### src/sv/pmsd_pkg.sv
// ----------------------------------------------------------------------------
// pmsd_pkg
// Shared widths, limits and types for the partition maximum-sum block.
// ----------------------------------------------------------------------------
package pmsd_pkg;

    localparam int MAX_WINDOW = 16;
    localparam int VAL_W      = 16;
    localparam int SUM_W      = 26;
    localparam int CNT_W      = 5;
    localparam int PROD_W     = VAL_W + CNT_W + 1;

    localparam logic signed [SUM_W-1:0] SUM_MAX = {1'b0, {(SUM_W-1){1'b1}}};
    localparam logic signed [SUM_W-1:0] SUM_MIN = {1'b1, {(SUM_W-1){1'b0}}};

    localparam logic [CNT_W-1:0] WINDOW_RESET = CNT_W'(3);

    // Running partial result that walks down the chain of cells.
    typedef struct packed {
        logic                    valid;
        logic [CNT_W-1:0]        j;
        logic signed [VAL_W-1:0] pm;
        logic signed [SUM_W-1:0] best;
    } tok_t;

    // Shift strobes for the stored values and prefix totals.
    typedef struct packed {
        logic val_en;
        logic sum_en;
    } shift_t;

endpackage

### src/sv/pmsd_cell.sv
// ----------------------------------------------------------------------------
// pmsd_cell
// One position of the window: holds an element and a prefix total, and
// folds one piece-length candidate into the running result passing by.
// ----------------------------------------------------------------------------
module pmsd_cell (
    input  logic                              aclk,
    input  logic                              aresetn,
    input  pmsd_pkg::shift_t                  shift,
    input  logic [pmsd_pkg::CNT_W-1:0]        lim,
    input  logic signed [pmsd_pkg::VAL_W-1:0] val_in,
    output logic signed [pmsd_pkg::VAL_W-1:0] val_out,
    input  logic signed [pmsd_pkg::SUM_W-1:0] sum_in,
    output logic signed [pmsd_pkg::SUM_W-1:0] sum_out,
    input  pmsd_pkg::tok_t                    tok_in,
    output pmsd_pkg::tok_t                    tok_out
);
    import pmsd_pkg::*;

    logic signed [VAL_W-1:0]  val_reg;
    logic signed [SUM_W-1:0]  sum_reg;
    tok_t                     tok_reg;
    tok_t                     tok_next;
    logic                     first;
    logic                     active;
    logic signed [VAL_W-1:0]  pm;
    logic signed [PROD_W-1:0] prod;
    logic signed [SUM_W:0]    total;
    logic signed [SUM_W-1:0]  cand;

    always_comb begin
        first  = (tok_in.j == CNT_W'(1));
        active = tok_in.valid && (tok_in.j <= lim);
        pm     = (first || (val_reg > tok_in.pm)) ? val_reg : tok_in.pm;
        prod   = PROD_W'($signed({1'b0, tok_in.j}) * pm);
        total  = (SUM_W+1)'(sum_reg) + (SUM_W+1)'(prod);
        // Saturate the candidate total at the result range.
        if (total > (SUM_W+1)'(SUM_MAX)) begin
            cand = SUM_MAX;
        end else if (total < (SUM_W+1)'(SUM_MIN)) begin
            cand = SUM_MIN;
        end else begin
            cand = total[SUM_W-1:0];
        end
        tok_next.valid = tok_in.valid;
        tok_next.j     = tok_in.j + CNT_W'(1);
        tok_next.pm    = pm;
        tok_next.best  = (active && (first || (cand > tok_in.best))) ? cand : tok_in.best;
    end

    always_ff @(posedge aclk) begin
        if (!aresetn) begin
            tok_reg.valid <= 1'b0;
            sum_reg       <= '0;
        end else begin
            tok_reg.valid <= tok_next.valid;
            if (shift.sum_en) begin
                sum_reg <= sum_in;
            end
        end
        tok_reg.j    <= tok_next.j;
        tok_reg.pm   <= tok_next.pm;
        tok_reg.best <= tok_next.best;
        if (shift.val_en) begin
            val_reg <= val_in;
        end
    end

    assign val_out = val_reg;
    assign sum_out = sum_reg;
    assign tok_out = tok_reg;

endmodule

### src/sv/partition_max_sum_dp_top.sv
// ----------------------------------------------------------------------------
// partition_max_sum_dp_top
// Partition-for-maximum-sum dynamic program over a stream of elements.
// ----------------------------------------------------------------------------
// Usage:
//   Elements enter on the s_ channel one beat at a time; s_tlast marks the
//   final element of an array. Every input beat yields exactly one beat on
//   the m_ channel carrying the best partition total of the prefix so far,
//   saturated to 26 bits; m_tlast echoes s_tlast and marks the full answer.
//   The cfg_ channel writes the window length (pieces of at most that many
//   elements, 0 acts as 1, above 16 acts as 16); it is always ready. The user
//   must see that it is written only while the block is idle; the block does not enforce it.
// Timing:
//   A row of 16 cells holds the newest elements and prefix totals. After a
//   beat is accepted a running result walks through all 16 cells, one cell
//   per cycle, and is then registered in a holding register and in the
//   output register, which drives m_tvalid. One element is processed at a
//   time; a new element is not taken while one is still in the cells.
// Reset and stalls:
//   aresetn (synchronous, active low) empties the block and sets the window
//   length to 3. A stalled receiver holds the finished result in a holding
//   register while the output beat waits; the next input beat is accepted
//   once that result has moved into the output register.
// ----------------------------------------------------------------------------
module partition_max_sum_dp_top (
    input  logic        aclk,
    input  logic        aresetn,
    // s_tdata: element_value [15:0]
    input  logic        s_tvalid,
    output logic        s_tready,
    input  logic [15:0] s_tdata,
    input  logic        s_tlast,
    // m_tdata: best_sum [25:0], zero [31:26]
    output logic        m_tvalid,
    input  logic        m_tready,
    output logic [31:0] m_tdata,
    output logic        m_tlast,
    // cfg_data: window_length [4:0]
    input  logic        cfg_valid,
    output logic        cfg_ready,
    input  logic [4:0]  cfg_data
);
    import pmsd_pkg::*;

    logic [CNT_W-1:0]        window_reg;
    logic [CNT_W-1:0]        items_reg;
    logic [CNT_W-1:0]        lim_reg;
    logic [CNT_W-1:0]        lim_next;
    logic [CNT_W-1:0]        wl_eff;
    logic                    last_reg;
    logic                    start_reg;
    logic                    busy_reg;
    logic                    done_valid_reg;
    logic signed [SUM_W-1:0] done_best_reg;
    logic                    done_last_reg;
    logic                    m_valid_reg;
    logic signed [SUM_W-1:0] m_best_reg;
    logic                    m_last_reg;
    logic                    accept;
    logic                    commit;
    shift_t                  shift;

    logic signed [VAL_W-1:0] val_chain [MAX_WINDOW+1];
    logic signed [SUM_W-1:0] sum_chain [MAX_WINDOW+1];
    tok_t                    tok_chain [MAX_WINDOW+1];

    assign cfg_ready = 1'b1;
    assign s_tready  = !busy_reg && !done_valid_reg;
    assign accept    = s_tvalid && s_tready;
    // A finished result moves to the output register once that is free.
    assign commit    = done_valid_reg && (!m_valid_reg || m_tready);

    assign shift.val_en = accept;
    assign shift.sum_en = commit;

    // Effective piece limit: the window length clamped to 1..MAX_WINDOW and
    // to the number of elements of this array seen so far, this one included.
    always_comb begin
        if (window_reg == '0) begin
            wl_eff = CNT_W'(1);
        end else if (window_reg > CNT_W'(MAX_WINDOW)) begin
            wl_eff = CNT_W'(MAX_WINDOW);
        end else begin
            wl_eff = window_reg;
        end
        lim_next = (wl_eff > items_reg + CNT_W'(1)) ? items_reg + CNT_W'(1) : wl_eff;
    end

    // The newest element enters the first cell; the newest total too, which
    // is the empty-prefix zero when an array has just ended.
    assign val_chain[0] = $signed(s_tdata);
    assign sum_chain[0] = done_last_reg ? SUM_W'(0) : done_best_reg;

    always_comb begin
        tok_chain[0].valid = start_reg;
        tok_chain[0].j     = CNT_W'(1);
        tok_chain[0].pm    = '0;
        tok_chain[0].best  = '0;
    end

    for (genvar k = 0; k < MAX_WINDOW; k++) begin : g_cell
        pmsd_cell u_cell (
            .aclk    (aclk),
            .aresetn (aresetn),
            .shift   (shift),
            .lim     (lim_reg),
            .val_in  (val_chain[k]),
            .val_out (val_chain[k+1]),
            .sum_in  (sum_chain[k]),
            .sum_out (sum_chain[k+1]),
            .tok_in  (tok_chain[k]),
            .tok_out (tok_chain[k+1])
        );
    end

    always_ff @(posedge aclk) begin
        if (!aresetn) begin
            window_reg     <= WINDOW_RESET;
            items_reg      <= '0;
            start_reg      <= 1'b0;
            busy_reg       <= 1'b0;
            done_valid_reg <= 1'b0;
            done_last_reg  <= 1'b0;
            m_valid_reg    <= 1'b0;
        end else begin
            if (cfg_valid && cfg_ready) begin
                window_reg <= cfg_data;
            end
            start_reg <= accept;
            if (accept) begin
                busy_reg <= 1'b1;
            end else if (tok_chain[MAX_WINDOW].valid) begin
                busy_reg <= 1'b0;
            end
            if (tok_chain[MAX_WINDOW].valid) begin
                done_valid_reg <= 1'b1;
                done_last_reg  <= last_reg;
            end else if (commit) begin
                done_valid_reg <= 1'b0;
            end
            if (commit) begin
                m_valid_reg <= 1'b1;
                if (done_last_reg) begin
                    items_reg <= '0;
                end else if (items_reg < CNT_W'(MAX_WINDOW)) begin
                    items_reg <= items_reg + CNT_W'(1);
                end
            end else if (m_tready) begin
                m_valid_reg <= 1'b0;
            end
        end
        if (accept) begin
            lim_reg  <= lim_next;
            last_reg <= s_tlast;
        end
        if (tok_chain[MAX_WINDOW].valid) begin
            done_best_reg <= tok_chain[MAX_WINDOW].best;
        end
        if (commit) begin
            m_best_reg <= done_best_reg;
            m_last_reg <= done_last_reg;
        end
    end

    assign m_tvalid = m_valid_reg;
    assign m_tdata  = {{(32-SUM_W){1'b0}}, m_best_reg};
    assign m_tlast  = m_last_reg;

endmodule
### config.mk
export PLATFORM = sky130hd
export DESIGN_NAME = partition_max_sum_dp_top
export DESIGN_NICKNAME = d
export VERILOG_FILES = /design/src/sv/pmsd_pkg.sv /design/src/sv/pmsd_cell.sv /design/src/sv/partition_max_sum_dp_top.sv
export SDC_FILE = /design/constraint.sdc
export NUM_CORES = 2
export LEC_CHECK = 0
export ABC_AREA = 1
export BUFFER_PORTS_ARGS = -buffer_cell sky130_fd_sc_hd__clkbuf_2
export CORE_UTILIZATION = 35
export DETAILED_ROUTE_END_ITERATION = 12
export PLACE_DENSITY_LB_ADDON = 0.1
export SYNTH_ARGS = -nofsm -noshare
export SYNTH_HDL_FRONTEND = slang
export SYNTH_SLANG_ARGS = --single-unit
### constraint.sdc
create_clock -name aclk -period 8.65 [get_ports aclk]
set_input_delay 1.2975 -clock aclk [delete_from_list [all_inputs] [get_ports aclk]]
set_output_delay 1.2975 -clock aclk [all_outputs]
set_load 0.05 [all_outputs]
==> flow_results.org <==
** Run status
- Outcome :: complete, no violations

** Critical path
- The critical path is of the flip-flop to flip-flop type.
- Highest fanout seen on the critical path :: 12
- STA classifies the critical path endpoint as a flip-flop.
- Critical Path RT :: 9.40 ns
- The worst register-to-register path begins at g_cell[13].u_cell.val_out[11].
- Most frequent cell on the critical path :: nand2_1
- Element type at the critical path start :: flip-flop
- R2r endpoint :: g_cell[13].u_cell.tok_out[18]
- Reg2Reg Depth :: 57
- Among all stages on the critical path, the largest delay is contributed by fa_1.
- Together, buffers and inverters on the worst path number 11.
- WP data arrival :: 9.09 ns
- On the worst path, the slowest cell contributes a delay of 0.50 ns.
- Cell family contributing the most delay on the critical path :: simple AND/OR/NAND/NOR gates
- Worst setup slack for register-to-register paths :: 0.31 ns

** Timing
- Subtracting the final worst setup slack from the clock period gives 8.34 ns.
- For the pin with the worst max-slew slack, the measured transition is 1.17 ns.
- Based on the critical path, the design can be clocked at up to 120 MHz.
- Final setup viols :: 0
- Number of max-slew violations in the final report :: 0
- Worst relative slew slack :: between 20% and 30%
- Hold_ws :: 0.393 ns
- Share of the cycle needed by the critical path after routing :: 96.5%
- Setup skew after layout :: 0.0918 ns
- Hold Violations, Final :: 0

** Final layout
- The register with the most flip-flops in the layout has 672 of them.
- From synthesis to final layout, the design area changed by 15.8%.
- Net count reported at finish :: 14,422
- Final Instance Count excl. Fillers :: 16,629
- Share of final-layout standard cells stronger than drive strength 1 :: a little under a tenth
- Cell area after layout :: 112,000 um2

** Clocking
- Maximum buffer depth of the clock tree :: 4
- Clock tree synthesis inserted a total of 179 buffers.
- The cell sitting at the root of the clock tree is a clkbuf_16.
- The H-tree was split into 4 levels.
- Clock tree synthesis found a total of 1,418 sinks.
- Register clock-pin slew on the reported worst setup and hold paths :: 0.06 ns
- Latest clock arrival within the worst-skew pair :: 0.89 ns
- Hold repair after CTS inserted 0 buffers.
- TritonCTS built the clock tree.

** GRT
- Global routing used 23.1% of the available tracks.
- Antenna violations before repair :: 9
- The via count of the first global-routing pass was 80,270.
- For this run, global-route usage on met1 was measured as 33.2%.
- For this run, global-route usage on met2 was measured as approximately 37%.
- The first global-routing pass estimated 493,000 um of wire.
- In this run the most used layer during global routing was met2.
- Summed over all layers, the global routing overflow is 0.
- Global routing consumed, on the met3 layer, approximately 2.4% of the routing resources.
- Entering global routing, the biggest net connects between 150 and 200 pins.

** Route
- The routed layout has 81,884 vias.
- Summed over all layers, the routed wires come to 328,000 um.
- For this run, design rule violations remaining after detail routing come to 0.
- The pre-antenna-repair detailed-routing pass consisted of 6 iterations.
- Using the TritonRoute via totals, the vias-per-cell ratio works out to just under 5.
- After detailed routing, the average wire length per cell comes to roughly 20 um.
- Initial detailed-routing violation count :: 5,722
- Antenna Violating Nets Remaining :: 0

** Synthesis
- Yosys warns :: 0
- Top FF cell, synth :: dfxtp_1
- Combined area of all synthesized cells :: 96,700 um2
- EDFF count, synth :: around 320
- Sequential elements use 32.6% of the synthesized area.
- After technology mapping, the gate count stands at 12,369.
- The synthesized netlist contains 76 unique library cells.
- In this run, synthesis produced a sequential element count of about 1,400.
- After synthesis, the share of flip-flops with an asynchronous set or reset is 0%.
- Mean cell area of the mapped netlist :: between 7 and 8 um2

** Placement
- Summed over all nets, the half-perimeter wirelength after detailed placement is 265,000 um.
- At the end of routability-driven placement, the weighted congestion stood at 0.921.
- The number of placed instances, taps included, is 16,211.
- Port Buf Inserts :: 55
- Once placement finished, the instance area stood at 104,000 um2.

** Min path
- Worst hold path depth :: 0
- The path with the worst hold slack has its endpoint at done_best_reg[20].
- Launch instance of the worst min-delay path :: g_cell[15].u_cell.tok_out[20]
- Worst min path class :: flip-flop to flip-flop

** Floorplanning
- Measured along the y axis, the die boundary spans 528 um.
- Number of top-level design ports :: 63
- Cell row count :: 192
- From left edge to right edge, the die measures 528 um.
- For this configuration, the core starts out at a cell density of 35.3%.
- The die covers 279,000 um2.
- Core region area :: 274,000 um2

** Flow run
- Max-cap violations :: 0
==> cell usage after synthesis (all sizes together), types with 83 or more instances <==
cell type     n  area share [%]
fa          221             4.6
nand2      2310             9.1
a21oi      1097             5.7
dfxtp      1103              23
nor2       1071             4.2
buf          83            0.51
xnor2       207             1.9
nor3         93            0.49
inv        1918             7.4
nand4       107            0.69
nand3       294             1.6
ha         1385              18
xor2        274             2.5
o21ai      1178             6.2
clkbuf      247            0.97
edfxtp      315             9.8
==> routing by layer <==
layer,wire (um),part of all wire [%]
met1,161000,49
met2,147000,45
met3,13500,4.1
met4,6580,2.0
met5,0,0
==> how the worst max path moves through the flow <==
| stage | cells past startpoint | startpoint | endpoint | slack (ns) |
|---|---|---|---|---|
| global route | 57 | g_cell[13].u_cell.val_out[11] | g_cell[13].u_cell.tok_out[2] | -0.14 |
| global placement | 47 | g_cell[11].u_cell.val_out[3] | g_cell[11].u_cell.tok_out[15] | -0.69 |
| CTS | 50 | g_cell[5].u_cell.val_out[11] | g_cell[5].u_cell.tok_out[13] | 0.0003 |
| floorplan | 54 | g_cell[13].u_cell.val_out[15] | g_cell[13].u_cell.tok_out[10] | 0.43 |
| detailed placement | 47 | g_cell[11].u_cell.val_out[3] | g_cell[11].u_cell.tok_out[15] | -0.62 |
| finish | 57 | g_cell[13].u_cell.val_out[11] | g_cell[13].u_cell.tok_out[18] | 0.31 |
==> what timing repair did <==
action | in CTS | in global routing
pin swaps | 2 | 77
endpoints found under the hold margin | 0 | 0
gates cloned | 0 | 17
setup buffers | 2 | 65
endpoints found under the setup margin | 84 | 253
resized for setup | 33 | 366
==> placed cells by master (no fill, tap or decap), drive strengths merged, types with 31 or more instances in the layout <==
cell type	synthesis	layout
inv	1918	1921
nor2	1071	1072
o21a	56	56
nor4	50	50
o21bai	31	31
a21oi	1097	1097
nor3	93	93
nand3	294	294
fa	221	221
nand4	107	107
xor2	274	274
a31oi	46	46
xnor2	207	207
edfxtp	315	315
buf	83	494
a211oi	36	36
o21ai	1178	1178
clkbuf	247	303
ha	1385	1385
clkinv	6	56
dfxtp	1103	1103
a21o	43	43
nand2	2310	2312
==> cell families (layout without fill, tap and decap cells) <==
kind of cell | after synthesis | after routing | synth area share [%]
multiplexers | 1 | 1 | 0.0116
buffers and inverters | 2254 | 2815 | 8.95
adder cells (fa/ha/maj) | 1606 | 1606 | 22.5
AND/OR/NAND/NOR | 3961 | 3964 | 16.6
flip-flops | 1418 | 1418 | 32.6
other | 2 | 12 | 0.00776
AO/OA/AOI/OAI | 2646 | 2646 | 15.0
XOR/XNOR | 481 | 481 | 4.39
==> metrics by stage <==
| step | setup TNS (ns) | worst slack (ns) | util [%] |
|---|---|---|---|
| 6_report | 0 | 0.305 | 40.8 |
| 5_1_grt | -5.54 | -0.138 | 40.8 |
| 4_1_cts | 0 | 0.000314 | 40.1 |
| 3_5_place_dp | -15.12 | -0.623 | 37.8 |
| 3_3_place_gp | -16.50 | -0.689 | 37.8 |
| 2_1_floorplan | 0 | 0.431 | - |
==> cell type report <==
cell class,count,area (um2)
antenna,5,12.5
timing repair buffer,560,4640
inverter,1924,7270
clock buffer,237,4950
multi-input combinational,8705,57900
fill,28212,162000
tap,3686,4610
timing repair inverter,1,7.51
clock inverter,93,1150
sequential,1418,31500
Power is left out: the tool's default activity adds up to more than one toggle a clock period on the data nets, which glitch-free logic cannot reach.
